--- src/hdl/tdpid_pkg.sv ---
// ----------------------------------------------------------------------------
// tdpid_pkg
// Shared widths, register map, reset values and types of the two-axis
// incremental PID block.
// ----------------------------------------------------------------------------
`default_nettype none

package tdpid_pkg;

  // Field and datapath widths
  localparam int POS_W   = 24;   // position and target, signed Q8.16
  localparam int ERR_W   = 25;   // error, signed Q9.16
  localparam int GAIN_W  = 23;   // gains and limit, unsigned Q7.16
  localparam int INTEG_W = 25;   // integral term, signed
  localparam int SPEED_W = 32;   // speed command, signed Q16.16
  localparam int FRAC_W  = 16;   // fraction bits
  localparam int PROD_W  = 51;   // gain times error, 32 fraction bits
  localparam int PD_W    = PROD_W - FRAC_W;  // product rounded to 16 fraction bits
  localparam int SUM_W   = 37;   // new command before saturation

  // Configuration port
  localparam int ADDR_W  = 5;
  localparam int DATA_W  = 32;
  localparam int IDX_W   = 3;

  // Register indexes
  localparam logic [IDX_W-1:0] REG_TARGET_X    = 3'd0;
  localparam logic [IDX_W-1:0] REG_TARGET_Y    = 3'd1;
  localparam logic [IDX_W-1:0] REG_GAIN_P      = 3'd2;
  localparam logic [IDX_W-1:0] REG_GAIN_D      = 3'd3;
  localparam logic [IDX_W-1:0] REG_GAIN_I_DT   = 3'd4;
  localparam logic [IDX_W-1:0] REG_INTEG_LIMIT = 3'd5;

  // Reset values
  localparam logic [GAIN_W-1:0] GAIN_P_RST      = 23'd196608;  // 3.0
  localparam logic [GAIN_W-1:0] GAIN_D_RST      = 23'd32768;   // 0.5
  localparam logic [GAIN_W-1:0] GAIN_I_DT_RST   = 23'd20644;   // 0.315
  localparam logic [GAIN_W-1:0] INTEG_LIMIT_RST = 23'd65536;   // 1.0

  // Register file contents seen by the datapath
  typedef struct packed {
    logic signed [POS_W-1:0] target_x;
    logic signed [POS_W-1:0] target_y;
    logic [GAIN_W-1:0]       gain_p;
    logic [GAIN_W-1:0]       gain_d;
    logic [GAIN_W-1:0]       gain_i_dt;
    logic [GAIN_W-1:0]       integral_limit;
  } cfg_t;

  // Stage load enables from the pipeline control
  typedef struct packed {
    logic load_err;
    logic load_prod;
    logic load_sum;
    logic load_out;
  } pipe_ctrl_t;

  // Add one half and floor to 16 fraction bits (round half up)
  function automatic logic signed [PD_W-1:0] round_frac(input logic signed [PROD_W-1:0] v);
    logic signed [PROD_W-1:0] t;
    t = v + {{(PROD_W-FRAC_W){1'b0}}, 1'b1, {(FRAC_W-1){1'b0}}};
    return t[PROD_W-1:FRAC_W];
  endfunction

endpackage

`default_nettype wire

--- src/hdl/tdpid_cfg.sv ---
// ----------------------------------------------------------------------------
// tdpid_cfg
// APB-style register file: targets, gains and integral limit.
// ----------------------------------------------------------------------------
`default_nettype none

module tdpid_cfg (
  input  wire logic                             clk,
  input  wire logic                             rst_n,
  input  wire logic                             psel,
  input  wire logic                             penable,
  input  wire logic                             pwrite,
  input  wire logic [tdpid_pkg::ADDR_W-1:0]     paddr,
  input  wire logic [tdpid_pkg::DATA_W-1:0]     pwdata,
  output logic      [tdpid_pkg::DATA_W-1:0]     prdata,
  output logic                                  pready,
  output tdpid_pkg::cfg_t                       cfg
);

  tdpid_pkg::cfg_t              cfg_r;
  logic [tdpid_pkg::IDX_W-1:0]  idx;
  logic                         wr_en;

  assign pready = 1'b1;
  assign idx    = paddr[tdpid_pkg::ADDR_W-1:2];
  assign wr_en  = psel && penable && pwrite;
  assign cfg    = cfg_r;

  // Update the addressed register on a write transfer
  always_ff @(posedge clk) begin
    if (!rst_n) begin
      cfg_r.target_x       <= '0;
      cfg_r.target_y       <= '0;
      cfg_r.gain_p         <= tdpid_pkg::GAIN_P_RST;
      cfg_r.gain_d         <= tdpid_pkg::GAIN_D_RST;
      cfg_r.gain_i_dt      <= tdpid_pkg::GAIN_I_DT_RST;
      cfg_r.integral_limit <= tdpid_pkg::INTEG_LIMIT_RST;
    end else if (wr_en) begin
      case (idx)
        tdpid_pkg::REG_TARGET_X:    cfg_r.target_x       <= pwdata[tdpid_pkg::POS_W-1:0];
        tdpid_pkg::REG_TARGET_Y:    cfg_r.target_y       <= pwdata[tdpid_pkg::POS_W-1:0];
        tdpid_pkg::REG_GAIN_P:      cfg_r.gain_p         <= pwdata[tdpid_pkg::GAIN_W-1:0];
        tdpid_pkg::REG_GAIN_D:      cfg_r.gain_d         <= pwdata[tdpid_pkg::GAIN_W-1:0];
        tdpid_pkg::REG_GAIN_I_DT:   cfg_r.gain_i_dt      <= pwdata[tdpid_pkg::GAIN_W-1:0];
        tdpid_pkg::REG_INTEG_LIMIT: cfg_r.integral_limit <= pwdata[tdpid_pkg::GAIN_W-1:0];
        default: ;
      endcase
    end
  end

  // Read back, targets sign-extended
  always_comb begin
    case (idx)
      tdpid_pkg::REG_TARGET_X:
        prdata = {{(tdpid_pkg::DATA_W-tdpid_pkg::POS_W){cfg_r.target_x[tdpid_pkg::POS_W-1]}},
                  cfg_r.target_x};
      tdpid_pkg::REG_TARGET_Y:
        prdata = {{(tdpid_pkg::DATA_W-tdpid_pkg::POS_W){cfg_r.target_y[tdpid_pkg::POS_W-1]}},
                  cfg_r.target_y};
      tdpid_pkg::REG_GAIN_P:
        prdata = {{(tdpid_pkg::DATA_W-tdpid_pkg::GAIN_W){1'b0}}, cfg_r.gain_p};
      tdpid_pkg::REG_GAIN_D:
        prdata = {{(tdpid_pkg::DATA_W-tdpid_pkg::GAIN_W){1'b0}}, cfg_r.gain_d};
      tdpid_pkg::REG_GAIN_I_DT:
        prdata = {{(tdpid_pkg::DATA_W-tdpid_pkg::GAIN_W){1'b0}}, cfg_r.gain_i_dt};
      tdpid_pkg::REG_INTEG_LIMIT:
        prdata = {{(tdpid_pkg::DATA_W-tdpid_pkg::GAIN_W){1'b0}}, cfg_r.integral_limit};
      default:
        prdata = '0;
    endcase
  end

endmodule

`default_nettype wire

--- config.mk ---
export PLATFORM = sky130hd
export DESIGN_NAME = tdpid_cfg
export DESIGN_NICKNAME = d
export VERILOG_FILES = /design/src/hdl/tdpid_pkg.sv /design/src/hdl/tdpid_cfg.sv
export SDC_FILE = /design/constraint.sdc
export NUM_CORES = 1
export LEC_CHECK = 0
export BUFFER_PORTS_ARGS = -buffer_cell sky130_fd_sc_hd__buf_2
export CORE_MARGIN = 5
export CORE_UTILIZATION = 46
export DETAILED_ROUTE_END_ITERATION = 16
export PLACE_DENSITY_LB_ADDON = 0.12
export SYNTH_ARGS = -nofsm -noshare
export SYNTH_HDL_FRONTEND = slang
export SYNTH_SLANG_ARGS = --single-unit
--- constraint.sdc ---
create_clock -name clk -period 1.2 [get_ports clk]
set_input_delay 0.12 -clock clk [delete_from_list [all_inputs] [get_ports clk]]
set_output_delay 0.12 -clock clk [all_outputs]
set_load 0.02 [all_outputs]
==> impl_metrics.toml <==
[outcome]
status = "finished, violations left"
violations = "setup timing"

[global_route]
grt_antenna_before_repair = 0
grt_max_degree = 35
grt_pass1_vias = 6493
grt_pass1_wl_mm = 35.0
grt-ovfl-total = 0
grt_usage_pct = 27.2

[yosys]
syn_area_um2 = 6500
synth_fa_ha_area_share_pct = 0
synthSimpleGateAreaFrac_pct = 12.7
avgSynthCellArea_um2 = 10.1
synthMuxAreaShare_pct = 29.1
synth_compound_area_share_pct = 8.39
synthesis.nets = 687
yosysSeqAreaShare_pct = 43.1
ys_seq_elements = 140
synthXorXnorAreaFrac_pct = 0
yosysWarnings = 0
synthCells = 645
ys_types = 36
synth_top_family_by_area = "multiplexers"

[floorplanning]
ioPinCount = 215
floorplan.initialDensity_pct = 46.9
coreArea_um2 = 13900
fp.dieH_um = 129
rows = 43
die_x_um = 129
dieArea_um2 = 16600

[sta]
max_slew_margin_pct = 63.1
max_freq_mhz = 563
setup_ws_ns = -0.575
setup_violations = 32
fin_skew_ns = 0
fin_hold_ws_ns = 0.0222
maxSlewViolCount = 0
final-hold-violation-count = 0
finalCritPeriodShare_pct = 148
rsz0062_at_grt = "yes"
period_needed_ns = 1.78
tns_ns = -10.10
worst_pin_slew_ns = 0.554

[clock_tree]
cts_max_path_buffers = 2
worstSkewPairLatency_ns = 0.42
root_buffer = "clkbuf_16"
h-tree-depth = 4
clk_pin_slew_ns = 0.06
cts_tree = "built"
cts_buffers = 17
numClockSinks = 140

[cells_and_area]
syn_to_final_growth_pct = 52.6
multiInputGateArea_um2 = 3570
seqCellArea_um2 = 2910
layout-drive-gt1-share_pct = 53.5
num-fill-cells = 1004
finalNetCount = 996
final_cell_mix = "168 x buf_2, 155 x nand2_1, 145 x mux2i_1, 132 x buf_4, 70 x dfxtp_1"
fin_cells = 1147
largest_reg_flops = 140
diodes = 0
final_common_cell = "buf_2"

[pwr]
switchingPower_w = 0.00259
ir_drop_v = 0.000842
combPwrFrac_pct = 9.4
seqPwrFrac_pct = 40.8
powerDensity_nw_per_um2 = 1160
p_sw_share_pct = 22.5
leakagePower_nw = 4.45
pwr-share-clk_pct = 49.8
internal_power_w = 0.00893

[drt]
vias_per_cell = 5.46
ant_nets = 0
wl_per_cell_um = 19.9
vias = 6263
drt_iter0_markers = 413
dr.pass1.iters = 4
drc = 0
routed_wl_mm = 22.9

[place]
dp_hpwl_mm = 15.8
placed_cells = 1074
io_buffers = 203
gp_congestion = 0.834
preCtsSetupSlack_ns = -0.430

[critical_path]
worstSetupPathType = "reg2out"
cp.arrival_ns = 1.66
critPathRequiredTime_ns = 1.08
end_kind = "primary output"
start_kind = "flip-flop"
reg2reg_depth = 3
cp_max_fo = 2

[worst_hold_path]
hold_class = "in2reg"
whs_path_depth = 3

[run]
cap_violations = 0
-- synthesized netlist by cell type --
library cell / number / area share, %
a22oi_1: 13 / 1.5
conb_1: 1 / 0.058
nand4b_4: 1 / 0.37
nor2b_2: 1 / 0.13
nand4_4: 1 / 0.33
o211ai_1: 2 / 0.23
mux2i_1: 146 / 22
and2_1: 1 / 0.096
nor2b_1: 6 / 0.58
buf_2: 8 / 0.62
clkbuf_2: 1 / 0.077
nor2_4: 3 / 0.52
buf_6: 15 / 2.6
o21ai_1: 20 / 1.5
a221o_1: 5 / 0.77
dfxtp_1: 140 / 43
nor2_8: 3 / 0.92
nand4b_1: 2 / 0.27
a22o_1: 1 / 0.13
or2_1: 1 / 0.096
a32o_1: 4 / 0.62
a21oi_1: 3 / 0.23
mux2_4: 4 / 0.92
mux2_1: 20 / 3.5
mux2_2: 13 / 2.3
clkbuf_1: 19 / 1.1
o22a_1: 3 / 0.40
nand2b_1: 2 / 0.19
buf_4: 15 / 1.7
inv_1: 8 / 0.46
nor2_1: 5 / 0.29
a221oi_1: 3 / 0.40
buf_1: 1 / 0.058
a32oi_1: 12 / 1.6
nand2_1: 155 / 8.9
o311ai_1: 7 / 0.94
-- logic make-up after synthesis --
group,after synthesis
other,1
multiplexers,183
AND/OR/NAND/NOR,181
AO/OA/AOI/OAI,73
flip-flops,140
buffers and inverters,67
-- cell type report --
| type | instances | area share, % |
|---|---|---|
| inverters | 8 | 0.303 |
| flip-flops and latches | 140 | 29.3 |
| repair buffers | 348 | 25.7 |
| clock buffers | 26 | 5.23 |
| clock inverters | 6 | 1.31 |
| multi-input cells | 439 | 36.0 |
| well taps | 180 | 2.27 |
-- critical path: stages (launching register included) --
cell and delay, ns:
dfxtp_4 0.34, mux2_4 0.26, a32o_1 0.21, a221o_1 0.28, buf_6 0.14
-- stage by stage --
step | power, W | utilization (%) | instance area, um2
2_1_floorplan | 0.00531 | - | 6580
3_3_place_gp | 0.00573 | 60.6 | 8410
3_5_place_dp | 0.00575 | 60.6 | 8410
4_1_cts | 0.0115 | 70.2 | 9750
5_1_grt | 0.0119 | 71.5 | 9920
6_report | 0.0115 | 71.5 | 9920
-- metal layers --
| layer | GRT usage (%) | share of wire (%) |
|---|---|---|
| met1 | 35.1 | 41 |
| met2 | 44.5 | 49 |
| met3 | 5.85 | 7.0 |
| met4 | 11.0 | 2.7 |
| met5 | 0 | 0 |
-- worst paths after layout --
check	endpoint	from	slack, ns
max	prdata[19]	cfg[111]$_SDFFE_PN0P_	-0.58
max reg2reg	cfg[37]$_SDFFE_PN1P_	cfg[37]$_SDFFE_PN1P_	0.44
min reg2reg	cfg[122]$_SDFFE_PN0P_	cfg[122]$_SDFFE_PN0P_	0.46
min	cfg[37]$_SDFFE_PN1P_	pwdata[14]	0.02
-- what timing repair did --
item / 4_1_cts / 5_1_grt
resized for setup: 134 / 47
setup endpoints to repair: 32 / 104
cloned: 1 / 0
setup buffers: 32 / 1
hold endpoints to repair: 8 / 0
hold buffers: 7 / 0
pin swaps: 39 / 20
-- power groups by stage --
stage | registers (W) | logic [W] | clock network (W)
final | 0.00470 | 0.00108 | 0.00574
after CTS | 0.00470 | 0.00105 | 0.00579
after floorplan | 0.00485 | 0.000467 | 0
after global routing | 0.00470 | 0.00114 | 0.00601
after global placement | 0.00480 | 0.000930 | 0
after detailed placement | 0.00480 | 0.000943 | 0
Note: power is estimated with default switching activity, not from simulation.
